File: config.mk
export PLATFORM = sky130hd
export DESIGN_NAME = pulse_position_telemetry_encoder
export DESIGN_NICKNAME = d
export VERILOG_FILES = /design/src/hdl/ppte_pkg.sv /design/src/hdl/pulse_position_telemetry_encoder.sv /design/src/hdl/ppte_ram.sv
export SDC_FILE = /design/constraint.sdc
export NUM_CORES = 1
export LEC_CHECK = 0
export ABC_AREA = 1
export BUFFER_PORTS_ARGS = -buffer_cell sky130_fd_sc_hd__buf_2
export CORE_MARGIN = 4
export CORE_UTILIZATION = 35
export CTS_CLUSTER_DIAMETER = 40
export DETAILED_ROUTE_END_ITERATION = 8
export GPL_TIMING_DRIVEN = 0
export PLACE_DENSITY = 0.58
export SLEW_MARGIN = 25
export SYNTH_ARGS = -nofsm -noshare
export SYNTH_HDL_FRONTEND = slang
export SYNTH_SLANG_ARGS = --single-unit
File: constraint.sdc
create_clock -name clk -period 7.33 [get_ports clk]
set_clock_uncertainty 0.15 [all_clocks]
set_input_delay 0 -clock clk [delete_from_list [all_inputs] [get_ports clk]]
set_output_delay 0 -clock clk [all_outputs]
set_load 0.05 [all_outputs]
File: src/hdl/ppte_pkg.sv
// ============================================================================
// ppte_pkg
// Shared types, register indexes and constants of the pulse position
// telemetry encoder.
// ============================================================================
package ppte_pkg;

    // Segment code buffer
    localparam int BUF_DEPTH = 32;
    localparam int AW        = (BUF_DEPTH > 1) ? $clog2(BUF_DEPTH) : 1;
    localparam int IDX_W     = ($clog2(BUF_DEPTH + 1) > 5) ? $clog2(BUF_DEPTH + 1) : 5;
    localparam logic [IDX_W-1:0] DEPTH_IDX = IDX_W'(BUF_DEPTH);

    // Configuration port
    localparam int CFG_IDX_W  = 3;
    localparam int CFG_DATA_W = 16;

    localparam logic [CFG_IDX_W-1:0] CFG_STEP_PRESCALE = 3'd0;
    localparam logic [CFG_IDX_W-1:0] CFG_SYNC_PULSES   = 3'd1;
    localparam logic [CFG_IDX_W-1:0] CFG_PULSE_PERIOD  = 3'd2;
    localparam logic [CFG_IDX_W-1:0] CFG_PULSE_WIDTH   = 3'd3;
    localparam logic [CFG_IDX_W-1:0] CFG_SLOT_STEPS    = 3'd4;

    localparam logic [15:0] RST_STEP_PRESCALE = 16'h007d;
    localparam logic [3:0]  RST_SYNC_PULSES   = 4'd3;
    localparam logic [9:0]  RST_PULSE_PERIOD  = 10'd96;
    localparam logic [9:0]  RST_PULSE_WIDTH   = 10'd48;
    localparam logic [7:0]  RST_SLOT_STEPS    = 8'd24;

    // Item functions
    localparam logic [1:0] FUNC_TICK = 2'd0;
    localparam logic [1:0] FUNC_LOAD = 2'd1;
    localparam logic [1:0] FUNC_ACK  = 2'd2;

    // Segment code fields
    localparam logic [7:0] CODE_COUNT_MASK = 8'h1f;
    localparam logic [7:0] CODE_COMPL      = 8'h20;
    localparam logic [7:0] CODE_GAP        = 8'h40;
    localparam logic [7:0] CODE_PULSE      = 8'h80;

    typedef struct packed {
        logic [1:0] func;
        logic [4:0] slot_index;
        logic [7:0] code_byte;
    } item_t;

    typedef struct packed {
        logic       pulse_out;
        logic       sync_phase;
        logic       done_res;
        logic [5:0] segment_number;
    } result_t;

endpackage

File: src/hdl/pulse_position_telemetry_encoder.sv
// ============================================================================
// pulse_position_telemetry_encoder
// Drives a one-bit telemetry pulse line: prescaled steps, a sync pulse train,
// then gap and pulse segments walked from a stored segment code buffer.
// ============================================================================
//
//  channel  | signals                          | carries
//  ---------+----------------------------------+--------------------------------
//  config   | cfg_we, cfg_index, cfg_wdata     | register write, no wait
//  item     | item_valid, item_ready, item     | tick / load code / acknowledge
//  result   | result_valid, result_ready,      | line level, phase, done,
//           | result                           | segment number
//
//  One item per cycle unless results stall; each result is registered on accept.
//  The code buffer is two mirrored RAMs, read every cycle at the current and the
//  next segment, with addresses taken from the next state, so the step of the
//  following item finds its codes ready; a write in the same cycle is forwarded.
//  Reset clears the buffer through per-entry valid bits at once, no clearing pass.
//  A stalled result holds the item side only while the output register is full.
//
module pulse_position_telemetry_encoder (
    input  logic                                clk,
    input  logic                                rst_n,
    input  logic                                cfg_we,
    input  logic [ppte_pkg::CFG_IDX_W-1:0]      cfg_index,
    input  logic [ppte_pkg::CFG_DATA_W-1:0]     cfg_wdata,
    input  logic                                item_valid,
    output logic                                item_ready,
    input  ppte_pkg::item_t                     item,
    output logic                                result_valid,
    input  logic                                result_ready,
    output ppte_pkg::result_t                   result
);

    localparam int AW    = ppte_pkg::AW;
    localparam int IDX_W = ppte_pkg::IDX_W;

    // configuration
    logic [15:0] step_prescale_reg;
    logic [3:0]  sync_pulses_reg;
    logic [9:0]  pulse_period_reg;
    logic [9:0]  pulse_width_reg;
    logic [7:0]  slot_steps_reg;

    // line state
    logic [15:0]      prescale_reg,  prescale_next;
    logic             in_data_reg,   in_data_next;
    logic [IDX_W-1:0] idx_reg,       idx_next;
    logic [15:0]      pos_reg,       pos_next;
    logic [15:0]      seg_len_reg,   seg_len_next;
    logic [15:0]      gap_reg,       gap_next;
    logic             done_reg,      done_next;
    logic             line_reg,      line_next;

    // buffer
    logic [ppte_pkg::BUF_DEPTH-1:0] vld_reg;
    logic [AW-1:0]    ra_a_reg, ra_a_next;
    logic [AW-1:0]    ra_b_reg, ra_b_next;
    logic             fwd_a_reg, fwd_a_next;
    logic             fwd_b_reg, fwd_b_next;
    logic [7:0]       fwd_data_reg;
    logic [7:0]       ram_a_q, ram_b_q;
    logic [7:0]       code_cur, code_nxt;
    logic             wr_en;
    logic [AW-1:0]    wr_addr;
    logic [AW+4:0]    slot_wide;
    logic [IDX_W-1:0] idx_next_inc;

    // handshake
    logic              item_xfer;
    logic              step;
    logic              result_valid_reg;
    ppte_pkg::result_t result_reg, result_next;
    logic [IDX_W+5:0]  seg_wide;

    assign item_ready = !result_valid_reg || result_ready;
    assign item_xfer  = item_valid && item_ready;
    assign step       = item_xfer && (item.func == ppte_pkg::FUNC_TICK) && (prescale_reg == 16'd0);

    // ------------------------------------------------------------------
    // configuration writes
    // ------------------------------------------------------------------
    always_ff @(posedge clk or negedge rst_n)
    begin
        if (!rst_n)
        begin
            step_prescale_reg <= ppte_pkg::RST_STEP_PRESCALE;
            sync_pulses_reg   <= ppte_pkg::RST_SYNC_PULSES;
            pulse_period_reg  <= ppte_pkg::RST_PULSE_PERIOD;
            pulse_width_reg   <= ppte_pkg::RST_PULSE_WIDTH;
            slot_steps_reg    <= ppte_pkg::RST_SLOT_STEPS;
        end
        else if (cfg_we)
        begin
            case (cfg_index)
                ppte_pkg::CFG_STEP_PRESCALE: step_prescale_reg <= cfg_wdata;
                ppte_pkg::CFG_SYNC_PULSES:   sync_pulses_reg   <= cfg_wdata[3:0];
                ppte_pkg::CFG_PULSE_PERIOD:  pulse_period_reg  <= cfg_wdata[9:0];
                ppte_pkg::CFG_PULSE_WIDTH:   pulse_width_reg   <= cfg_wdata[9:0];
                ppte_pkg::CFG_SLOT_STEPS:    slot_steps_reg    <= cfg_wdata[7:0];
                default: ;
            endcase
        end
    end

    // ------------------------------------------------------------------
    // code buffer: mirrored RAMs, valid bits, write forwarding
    // ------------------------------------------------------------------
    assign slot_wide = {{AW{1'b0}}, item.slot_index};
    assign wr_addr   = slot_wide[AW-1:0];
    assign wr_en     = item_xfer && (item.func == ppte_pkg::FUNC_LOAD)
                       && (slot_wide < (AW + 5)'(ppte_pkg::BUF_DEPTH));

    assign idx_next_inc = idx_next + IDX_W'(1);
    assign ra_a_next    = idx_next[AW-1:0];
    // next segment in data phase, entry zero while sync runs
    assign ra_b_next    = in_data_next ? idx_next_inc[AW-1:0] : '0;
    assign fwd_a_next   = wr_en && (wr_addr == ra_a_next);
    assign fwd_b_next   = wr_en && (wr_addr == ra_b_next);

    ppte_ram #(
        .WIDTH (8),
        .DEPTH (ppte_pkg::BUF_DEPTH)
    ) u_ram_a (
        .clk   (clk),
        .we    (wr_en),
        .waddr (wr_addr),
        .wdata (item.code_byte),
        .raddr (ra_a_next),
        .rdata (ram_a_q)
    );

    ppte_ram #(
        .WIDTH (8),
        .DEPTH (ppte_pkg::BUF_DEPTH)
    ) u_ram_b (
        .clk   (clk),
        .we    (wr_en),
        .waddr (wr_addr),
        .wdata (item.code_byte),
        .raddr (ra_b_next),
        .rdata (ram_b_q)
    );

    always_ff @(posedge clk or negedge rst_n)
    begin
        if (!rst_n)
        begin
            vld_reg   <= '0;
            ra_a_reg  <= '0;
            ra_b_reg  <= '0;
            fwd_a_reg <= 1'b0;
            fwd_b_reg <= 1'b0;
        end
        else
        begin
            if (wr_en)
            begin
                vld_reg[wr_addr] <= 1'b1;
            end
            ra_a_reg  <= ra_a_next;
            ra_b_reg  <= ra_b_next;
            fwd_a_reg <= fwd_a_next;
            fwd_b_reg <= fwd_b_next;
        end
    end

    always_ff @(posedge clk)
    begin
        fwd_data_reg <= item.code_byte;
    end

    assign code_cur = fwd_a_reg ? fwd_data_reg : (vld_reg[ra_a_reg] ? ram_a_q : 8'h00);
    assign code_nxt = fwd_b_reg ? fwd_data_reg : (vld_reg[ra_b_reg] ? ram_b_q : 8'h00);

    // ------------------------------------------------------------------
    // step logic
    // ------------------------------------------------------------------
    always_comb
    begin
        logic       load;
        logic [5:0] n;
        logic [13:0] prod;
        logic [7:0] c;

        prescale_next = prescale_reg;
        in_data_next  = in_data_reg;
        idx_next      = idx_reg;
        pos_next      = pos_reg;
        seg_len_next  = seg_len_reg;
        gap_next      = gap_reg;
        done_next     = done_reg;
        line_next     = line_reg;
        load          = 1'b0;
        n             = 6'd0;
        prod          = 14'd0;
        c             = code_cur;

        if (item_xfer && (item.func == ppte_pkg::FUNC_ACK))
        begin
            done_next = 1'b0;
        end

        if (item_xfer && (item.func == ppte_pkg::FUNC_TICK) && !step)
        begin
            prescale_next = prescale_reg - 16'd1;
        end

        if (step)
        begin
            prescale_next = (step_prescale_reg != 16'd0) ? step_prescale_reg - 16'd1 : 16'd0;

            if (!in_data_reg)
            begin
                if (pos_reg >= {6'd0, pulse_period_reg})
                begin
                    idx_next = idx_reg + IDX_W'(1);
                    pos_next = 16'd0;
                end
                if (idx_next < {{(IDX_W-4){1'b0}}, sync_pulses_reg})
                begin
                    line_next = pos_next < {6'd0, pulse_width_reg};
                end
                else
                begin
                    in_data_next = 1'b1;
                    idx_next     = '0;
                    pos_next     = 16'd0;
                    load         = 1'b1;
                end
            end
            else if (pos_reg >= seg_len_reg)
            begin
                idx_next = idx_reg + IDX_W'(1);
                pos_next = 16'd0;
                load     = 1'b1;
            end

            if (load)
            begin
                if ((idx_next >= ppte_pkg::DEPTH_IDX) || (code_nxt == 8'h00))
                begin
                    // terminator: flag done, back to sync
                    done_next    = 1'b1;
                    in_data_next = 1'b0;
                    idx_next     = '0;
                    pos_next     = 16'd0;
                end
                else
                begin
                    c = code_nxt;
                    if ((code_nxt & ppte_pkg::CODE_GAP) != 8'h00)
                    begin
                        n = {1'b0, code_nxt[4:0] & ppte_pkg::CODE_COUNT_MASK[4:0]};
                        if ((code_nxt & ppte_pkg::CODE_COMPL) != 8'h00)
                        begin
                            n = 6'd32 - n;
                        end
                        prod = {8'd0, n} * {6'd0, slot_steps_reg};
                    end
                    gap_next     = {2'b00, prod};
                    seg_len_next = {2'b00, prod};
                    if ((code_nxt & ppte_pkg::CODE_PULSE) != 8'h00)
                    begin
                        seg_len_next = {2'b00, prod} + {6'd0, pulse_period_reg};
                    end
                end
            end

            // the step that leaves sync keeps the line where sync left it
            if (in_data_reg && in_data_next && !done_next
                && ((c & ppte_pkg::CODE_PULSE) != 8'h00))
            begin
                line_next = (pos_next >= gap_next)
                            && ({1'b0, pos_next} < ({1'b0, gap_next} + {7'd0, pulse_width_reg}));
            end

            pos_next = pos_next + 16'd1;
        end
    end

    always_ff @(posedge clk or negedge rst_n)
    begin
        if (!rst_n)
        begin
            prescale_reg <= 16'd0;
            in_data_reg  <= 1'b0;
            idx_reg      <= '0;
            pos_reg      <= 16'd0;
            seg_len_reg  <= 16'd0;
            gap_reg      <= 16'd0;
            done_reg     <= 1'b0;
            line_reg     <= 1'b0;
        end
        else
        begin
            prescale_reg <= prescale_next;
            in_data_reg  <= in_data_next;
            idx_reg      <= idx_next;
            pos_reg      <= pos_next;
            seg_len_reg  <= seg_len_next;
            gap_reg      <= gap_next;
            done_reg     <= done_next;
            line_reg     <= line_next;
        end
    end

    // ------------------------------------------------------------------
    // output register
    // ------------------------------------------------------------------
    assign seg_wide = {6'd0, idx_next};

    always_comb
    begin
        result_next.pulse_out      = line_next;
        result_next.sync_phase     = !in_data_next;
        result_next.done_res       = done_next;
        result_next.segment_number = seg_wide[5:0];
    end

    always_ff @(posedge clk or negedge rst_n)
    begin
        if (!rst_n)
        begin
            result_valid_reg <= 1'b0;
        end
        else if (item_xfer)
        begin
            result_valid_reg <= 1'b1;
        end
        else if (result_ready)
        begin
            result_valid_reg <= 1'b0;
        end
    end

    always_ff @(posedge clk)
    begin
        if (item_xfer)
        begin
            result_reg <= result_next;
        end
    end

    assign result_valid = result_valid_reg;
    assign result       = result_reg;

`ifndef SYNTHESIS
    a_data_idx_in_buffer: assert property (@(posedge clk) disable iff (!rst_n)
        in_data_reg |-> (idx_reg < ppte_pkg::DEPTH_IDX))
        else $error("segment index past buffer end in data phase");

    a_ack_clears_done: assert property (@(posedge clk) disable iff (!rst_n)
        (item_xfer && (item.func == ppte_pkg::FUNC_ACK)) |=> !done_reg)
        else $error("acknowledge did not clear done");

    a_prescale_count_down: assert property (@(posedge clk) disable iff (!rst_n)
        (item_xfer && (item.func == ppte_pkg::FUNC_TICK) && (prescale_reg != 16'd0))
        |=> (prescale_reg == $past(prescale_reg) - 16'd1))
        else $error("prescaler did not count down");

    a_result_follows_item: assert property (@(posedge clk) disable iff (!rst_n)
        item_xfer |=> result_valid)
        else $error("accepted item left no result");

    a_load_writes_valid: assert property (@(posedge clk) disable iff (!rst_n)
        wr_en |=> vld_reg[$past(wr_addr)])
        else $error("written entry not marked valid");
`endif

endmodule

File: src/hdl/ppte_ram.sv
// ============================================================================
// ppte_ram
// Generic single-write, single-read RAM with registered read data.
// ============================================================================
module ppte_ram #(
    parameter int WIDTH = 8,
    parameter int DEPTH = 32
) (
    input  logic                     clk,
    input  logic                     we,
    input  logic [$clog2(DEPTH)-1:0] waddr,
    input  logic [WIDTH-1:0]         wdata,
    input  logic [$clog2(DEPTH)-1:0] raddr,
    output logic [WIDTH-1:0]         rdata
);

    logic [WIDTH-1:0] mem [DEPTH];

    always_ff @(posedge clk)
    begin
        if (we)
        begin
            mem[waddr] <= wdata;
        end
        rdata <= mem[raddr];
    end

endmodule

=== Word-level counts from Yosys, hierarchy flattened ===
Memory sizes are Yosys's and may differ from the RTL's. A register that Yosys moved wholly into a read port is not among the register bits.
Cells that the tools add are included.

* Multipliers: 1
* Bitwise gates (word level): 2
* Reductions and logical operators: 33
* $add $sub $neg: 8
* Shift-type cells: 0
* Equal/unequal tests: 8
* Div/mod/pow operators: 0
* Magnitude comparators: 12
* Muxes and demuxes: 71

{| class="wikitable"
|+ Operators by type and width
! cell !! number
|-
| two-way mux 16 bit || 15
|-
| two-way mux 6 bit || 15
|-
| two-way mux 14 bit || 4
|-
| two-way mux 8 bit || 7
|-
| >= comparator 16 bit || 2
|-
| bitwise OR 32 bit || 1
|-
| subtractor 16 x 1 -> 16 bit (second input constant) || 2
|-
| two-way mux 1 bit || 25
|-
| less-than comparator 5 x 6 -> 1 bit (second input constant) || 4
|-
| adder 16 x 10 -> 17 bit || 1
|-
| less-than comparator 16 x 17 -> 1 bit || 1
|-
| adder 16 x 1 -> 16 bit (second input constant) || 1
|-
| >= comparator 16 x 10 -> 1 bit || 1
|-
| logical NOT 16 bit || 1
|-
| less-than comparator 16 x 10 -> 1 bit || 1
|-
| nonzero test 16 bit || 1
|-
| adder 14 x 10 -> 15 bit || 1
|-
| two-way mux 15 bit || 1
|-
| logical AND 1 bit || 14
|-
| multiplier 6 x 8 -> 14 bit || 1
|-
| binary-select mux 1 bit (select 5 bit) || 2
|-
| == test 5 bit || 2
|-
| AND reduction 2 bit || 5
|-
| logical NOT 8 bit || 1
|-
| 20 further kinds || 26
|}

* ROM bits: 0
* Bits of input ports: 39
* Memories: 2
* Bits in latches: 0
* Memory bits (writable): 512
* Flip-flop bits (word level): 183

{| class="wikitable"
|+ Memory list
! name !! words !! width !! read ports !! clocked after memory_dff !! wr ports !! RTL line !! source
|-
| u_ram_a.mem || 32 || 8 || 1 || 1 || 1 || ppte_ram.sv:17 || <nowiki>logic [WIDTH-1:0] mem [DEPTH];</nowiki>
|-
| u_ram_b.mem || 32 || 8 || 1 || 1 || 1 || ppte_ram.sv:17 ||
|}

=== Longest topological paths before layout ===
* Word-level depth: 28
* Depth in mapped cells: 56
* Mapped depth without buffers: 54

=== By module ===
From an unflattened synthesis, not the netlist that was laid out.

* Cells, all modules: 3578
* Area, all modules: 34859.7 um^2

{| class="wikitable"
|+ By module, submodules not included
! module !! instances !! area an instance (um^2) !! cells each !! seq. area each (um^2)
|-
| ppte_ram || 2 || 10786.6 || 922 || 7847.5
|-
| pulse_position_telemetry_encoder || 1 || 13286.5 || 1734 || 4451.8
|}

=== Least setup slack after synthesis ===
OpenSTA, ideal clock, no wires.

* Path type: register -> register
* From: reg ra_b_reg[0]
* To: reg result_reg (netlist bit result[8]), data pin
* Library setup time: 0.158 ns
* Arrival: 7.451 ns
* Setup slack: -0.429 ns
* Cell stages (with the launch flop): 53
* Buffers on the path: 2
* Required time: 7.022 ns
* Path through: dfrtp_1 buf_6 inv_4 buf_6 nand2_1 nand3_1 nand3_1 nand2_1 nand2_1 nand3_2 nand2_4 inv_1 nand3_1 o21ai_0 clkinv_1 ha_1 or2_2 xor2_1 (+17 left out) o21ai_0 nand2_1 o21ai_0 nand2_1 nor2_1 xor2_1 ha_1 nand2_1 nor2_1 a211oi_1 nand2_1 nand2_1 nand2_1 nand2_1 nand2_1 nand2_1 nand2_1 a21oi_1

* Cells in the longest elaborated chain, start to end: 23
* Elaborated cells on any way between the ends: 42
* Those cells by class: 2 x add/sub; 1 x mul; 2 x order compare; 30 x mux; 7 x reduce/logical

{| class="wikitable"
|+ Ends and longest elaborated chain
! what !! RTL line !! source
|-
| start, declared || pulse_position_telemetry_encoder.sv:58 || <nowiki>logic [AW-1:0] ra_b_reg, ra_b_next;</nowiki>
|-
| start signal, assigned || pulse_position_telemetry_encoder.sv:162 || <nowiki>ra_b_reg <= ra_b_next;</nowiki>
|-
| binary-select mux 1 bit (select 5 bit) * || pulse_position_telemetry_encoder.sv:174 || <nowiki>assign code_nxt = fwd_b_reg ? fwd_data_reg : (vld_reg[ra_b_reg] ? ram_b_q : 8'h00);</nowiki>
|-
| two-way mux 1 bit (implied by the code) * || pulse_position_telemetry_encoder.sv:174 ||
|-
| two-way mux 8 bit * (2 in a row) || pulse_position_telemetry_encoder.sv:174 ||
|-
| subtractor 6 x 5 -> 6 bit || pulse_position_telemetry_encoder.sv:257 || <nowiki>n = 6'd32 - n;</nowiki>
|-
| two-way mux 6 bit || pulse_position_telemetry_encoder.sv:255 || <nowiki>if ((code_nxt & ppte_pkg::CODE_COMPL) != 8'h00)</nowiki>
|-
| two-way mux 6 bit || pulse_position_telemetry_encoder.sv:252 || <nowiki>if ((code_nxt & ppte_pkg::CODE_GAP) != 8'h00)</nowiki>
|-
| two-way mux 6 bit || pulse_position_telemetry_encoder.sv:241 || <nowiki>if ((idx_next >= ppte_pkg::DEPTH_IDX) || (code_nxt == 8'h00))</nowiki>
|-
| two-way mux 6 bit || pulse_position_telemetry_encoder.sv:239 || <nowiki>if (load)</nowiki>
|-
| (+7 left out) || -- ||
|-
| two-way mux 16 bit || pulse_position_telemetry_encoder.sv:239 ||
|-
| two-way mux 16 bit || pulse_position_telemetry_encoder.sv:209 || <nowiki>if (step)</nowiki>
|-
| adder 16 x 10 -> 17 bit || pulse_position_telemetry_encoder.sv:275 || <nowiki>&& ({1'b0, pos_next} < ({1'b0, gap_next} + {7'd0, pulse_width_reg}));</nowiki>
|-
| less-than comparator 16 x 17 -> 1 bit || pulse_position_telemetry_encoder.sv:275 ||
|-
| logical AND 1 bit || pulse_position_telemetry_encoder.sv:275 ||
|-
| two-way mux 1 bit * || pulse_position_telemetry_encoder.sv:271 || <nowiki>if (in_data_reg && in_data_next && !done_next</nowiki>
|-
| two-way mux 1 bit * || pulse_position_telemetry_encoder.sv:209 ||
|-
| named net line_next || pulse_position_telemetry_encoder.sv:53 || <nowiki>logic line_reg, line_next;</nowiki>
|-
| end signal, assigned || pulse_position_telemetry_encoder.sv:341 || <nowiki>result_reg <= result_next;</nowiki>
|-
| end, declared || pulse_position_telemetry_encoder.sv:73 || <nowiki>ppte_pkg::result_t result_reg, result_next;</nowiki>
|}

The timed path passes the listed nets; every way through them passes the cells marked *. The select of a mux whose other input is x is not followed.
A chain may end at the register's enable or synchronous reset.

=== Final worst setup path ===
Ends and elaborated chain as after synthesis.

==> impl_metrics.tcl <==
set metrics [dict create \
    outcome "complete, but fails checks" \
    violations "setup timing" \
    numCtsBuffers 77 \
    synth_edf_count 265 \
    max_slew_margin_pct 25.7 \
    slowest_stage "fa_1" \
    critPathLaunchType "register" \
    ir_drop_mv 0.266 \
    hp-class "input pin to register" \
    post-dp-hpwl_mm 53.5 \
    design.core.area_um2 70400 \
    largest_reg_flops 248 \
    r2r-start "ra_b_reg[0]" \
    fp-row-count 97 \
    ant_nets 0 \
    hold_end "u_ram_b.mem[18][1]" \
    setup_tns_ns -0.608 \
    finalSetupViolations 2 \
    synthArstFlopShare_pct 36.2 \
    avgSynthCellArea_um2 8.70 \
    r2r_setup_slack_ns -0.34 \
    power.internal_w 0.00572 \
    grt_pass1_wl_mm 115 \
    rsz0062_at_grt "yes" \
    yosysUniqueCellTypes 63 \
    period_share_pct 105 \
    via_per_inst 5.01 \
    start_util_pct 35.5 \
    cts.sinks 442 \
    max-clock-path-buffers 3 \
    utilization_pct 43.9 \
    p_comb_share_pct 13.4 \
    grt_use_total_pct 19.8 \
    wl_per_cell_um 18.4 \
    drc 0 \
    dpl_worst_slack_ns -1.51 \
    power_density_nw_per_um2 253 \
    pwr-share-clk_pct 49.9 \
    synthCells 2870 \
    drtIter0Drc 2074 \
    cts_tree "done" \
    die_h_um 275 \
    r2r_end "result[8]" \
    htreeDepth 3 \
    syn_to_final_growth_pct 23.6 \
    finalNonFillerCells 4105 \
    die_area_um2 75700 \
    crit_fanout 5 \
    drv_slew 0 \
    worstSetupPathType "register to register" \
    slowest_delay_ns 0.54 \
    tightest_slew_ns 1.11 \
    dp_cells 3861 \
    wl_mm 75.6 \
    synthesis.area_um2 25000 \
    finalNetCount 3282 \
    die_w_um 275 \
    swShare_pct 26.7 \
    endpoint_kind "register" \
    clkLatencyLatePin_ns 0.62 \
    max_freq_mhz 130 \
    clockRootBuffer "clkbuf_16" \
    p_seq_share_pct 36.7 \
    first_pass_iters 6 \
    reg2regPathDepth 50 \
    p_switching_w 0.00208 \
    grt_start_max_net_pins 83 \
    ys_warn_count 0 \
    synth_ff_type "edfxtp_1" \
    cts.clk_slew.worst_paths_ns 0.06 \
    whs_path_depth 3 \
    worst_path_most_repeated_cell "nand2_1" \
    worstHoldStart "item[9]" \
    synth_top_area_share_pct 31.9 \
    fin_ws_ns -0.336 \
    boundaryPins 50 \
    portBuffers 49 \
    vias 20557 \
    synth-seq-cells 442 \
    synth_area_leaders "edfxtp_1 32%, dfrtp_1 15%, nand2_1 8.5%, inv_1 6.9%, nand3_1 6.9%" \
    grt_overflow 0 \
    drive_gt1_share_pct 15.9 \
    crit_start "ra_b_reg[0]" \
    grt_pass1_vias 19741 \
    synth_top_cell_by_area "edfxtp_1" \
    layout_min_cycle_time_ns 7.67 \
    antenna_found_initial 4 \
    max_cap_violations 0 \
    crit_required_ns 7.62 \
    hold_viol 0 \
    place_congestion 0.939 \
    synth-seq-area-share_pct 49.3 \
    p_leak_nw 13.9 \
    fillers 6834 \
    arrival_ns 7.96 \
]
worst max-delay path: cells and delay by family (launching register included):
family | cells | cell delay, ns
flip-flops | 1 | 0.37
adder cells (fa/ha/maj) | 7 | 2.52
AO/OA/AOI/OAI | 7 | 1.10
buffers and inverters | 10 | 0.92
AND/OR/NAND/NOR | 23 | 1.90
XOR/XNOR | 3 | 0.57
per-stage QoR:
stage	instance area [um^2]	power (W)	hold WS [ns]
final	30900	0.00780	0.0285
after global routing	30900	0.00813	0.0302
after CTS	30300	0.00778	0.00630
after detailed placement	26500	0.00378	-0.106
after global placement	26400	0.00377	0.0926
after floorplan	25000	0.00350	-0.446
layout make-up:
cell class / count / area, um^2 / share of cell area [%]
Timing Repair Buffer: 150 / 1200 / 3.89
Buffer: 100 / 556 / 1.80
Clock inverter: 51 / 711 / 2.30
Antenna cell: 1 / 2.50 / 0.00811
Sequential cell: 442 / 12300 / 39.9
Multi-Input combinational cell: 1848 / 10900 / 35.4
Inverter: 480 / 1830 / 5.93
Clock buffer: 93 / 2140 / 6.94
Tap cell: 940 / 1180 / 3.81
power groups by stage:
stage                     combinational, W  clock (W)  sequential (W)
after floorplan                   0.000621          0         0.00288
after global placement            0.000863          0         0.00290
after detailed placement          0.000880          0         0.00290
after CTS                         0.000975    0.00394         0.00286
after global routing               0.00118    0.00407         0.00287
final                              0.00105    0.00389         0.00286
worst max-delay path by stage:
stage / end / slack (ns)
final: result[8] / -0.34
after global routing: result[8] / -0.84
after floorplan: result[8] / 0.02
after CTS: result[8] / -0.51
after global placement: result[8] / -1.45
after detailed placement: result[8] / -1.51
cells in the mapped netlist, types with 5 or more instances:
library cell / n
nand2_1: 564
nor3_1: 21
o21ai_1: 8
dfstp_2: 14
o21ai_0: 179
dfxtp_1: 17
buf_1: 9
nand3_1: 344
o21a_1: 9
o211ai_1: 16
fa_1: 27
clkbuf_1: 43
xor2_1: 47
nand2_2: 10
buf_6: 15
nand4_1: 23
nand3_2: 9
o21bai_1: 6
inv_2: 16
nor2_1: 226
nor2_2: 5
xnor2_1: 15
buf_2: 31
ha_1: 117
nand3b_1: 51
inv_1: 461
a21oi_1: 86
a22oi_1: 5
or2_2: 25
edfxtp_1: 265
dfrtp_1: 146
timing repair:
action / 4_1_cts / 5_1_grt
pin swaps: 47 / 65
hold buffers: 51 / 0
buffers inserted: 24 / 24
gates resized for setup: 87 / 81
endpoints found under the setup margin: 2 / 3
cloned: 1 / 0
hold endpoints to repair: 508 / 0
cells by family (layout without fill, tap and decap cells):
| family | count (synthesis) | after routing | synth area share (%) |
|---|---|---|---|
| AO/OA/AOI/OAI | 346 | 346 | 7.78 |
| XOR/XNOR | 62 | 62 | 2.17 |
| AND/OR/NAND/NOR | 1291 | 1291 | 23.2 |
| other | 1 | 3 | 0.0150 |
| multiplexers | 3 | 3 | 0.135 |
| buffers and inverters | 581 | 874 | 9.39 |
| flip-flops | 442 | 442 | 49.3 |
| adder cells (fa/ha/maj) | 144 | 144 | 8.02 |
layout by cell type, fill, tap and decap left out, types with 26 or more instances in the layout:
cell type	instances
edfxtp_1	265
inv_1	446
o21ai_0	164
ha_1	108
nand3_2	28
buf_4	50
buf_2	78
nand3_1	322
dfrtp_1	146
nor2_1	212
nand3b_1	51
dlygate4sd3_1	50
inv_2	26
xor2_1	45
clkbuf_16	82
nand2_1	535
clkbuf_1	46
a21oi_1	82
nand2_2	38
routing by layer:
metal,share of wire [%],track usage [%]
met5,0.057,0
met1,43,26.5
met2,47,32.5
met4,4.0,7.56
met3,6.2,3.07
(Power assumes the default switching activity.)
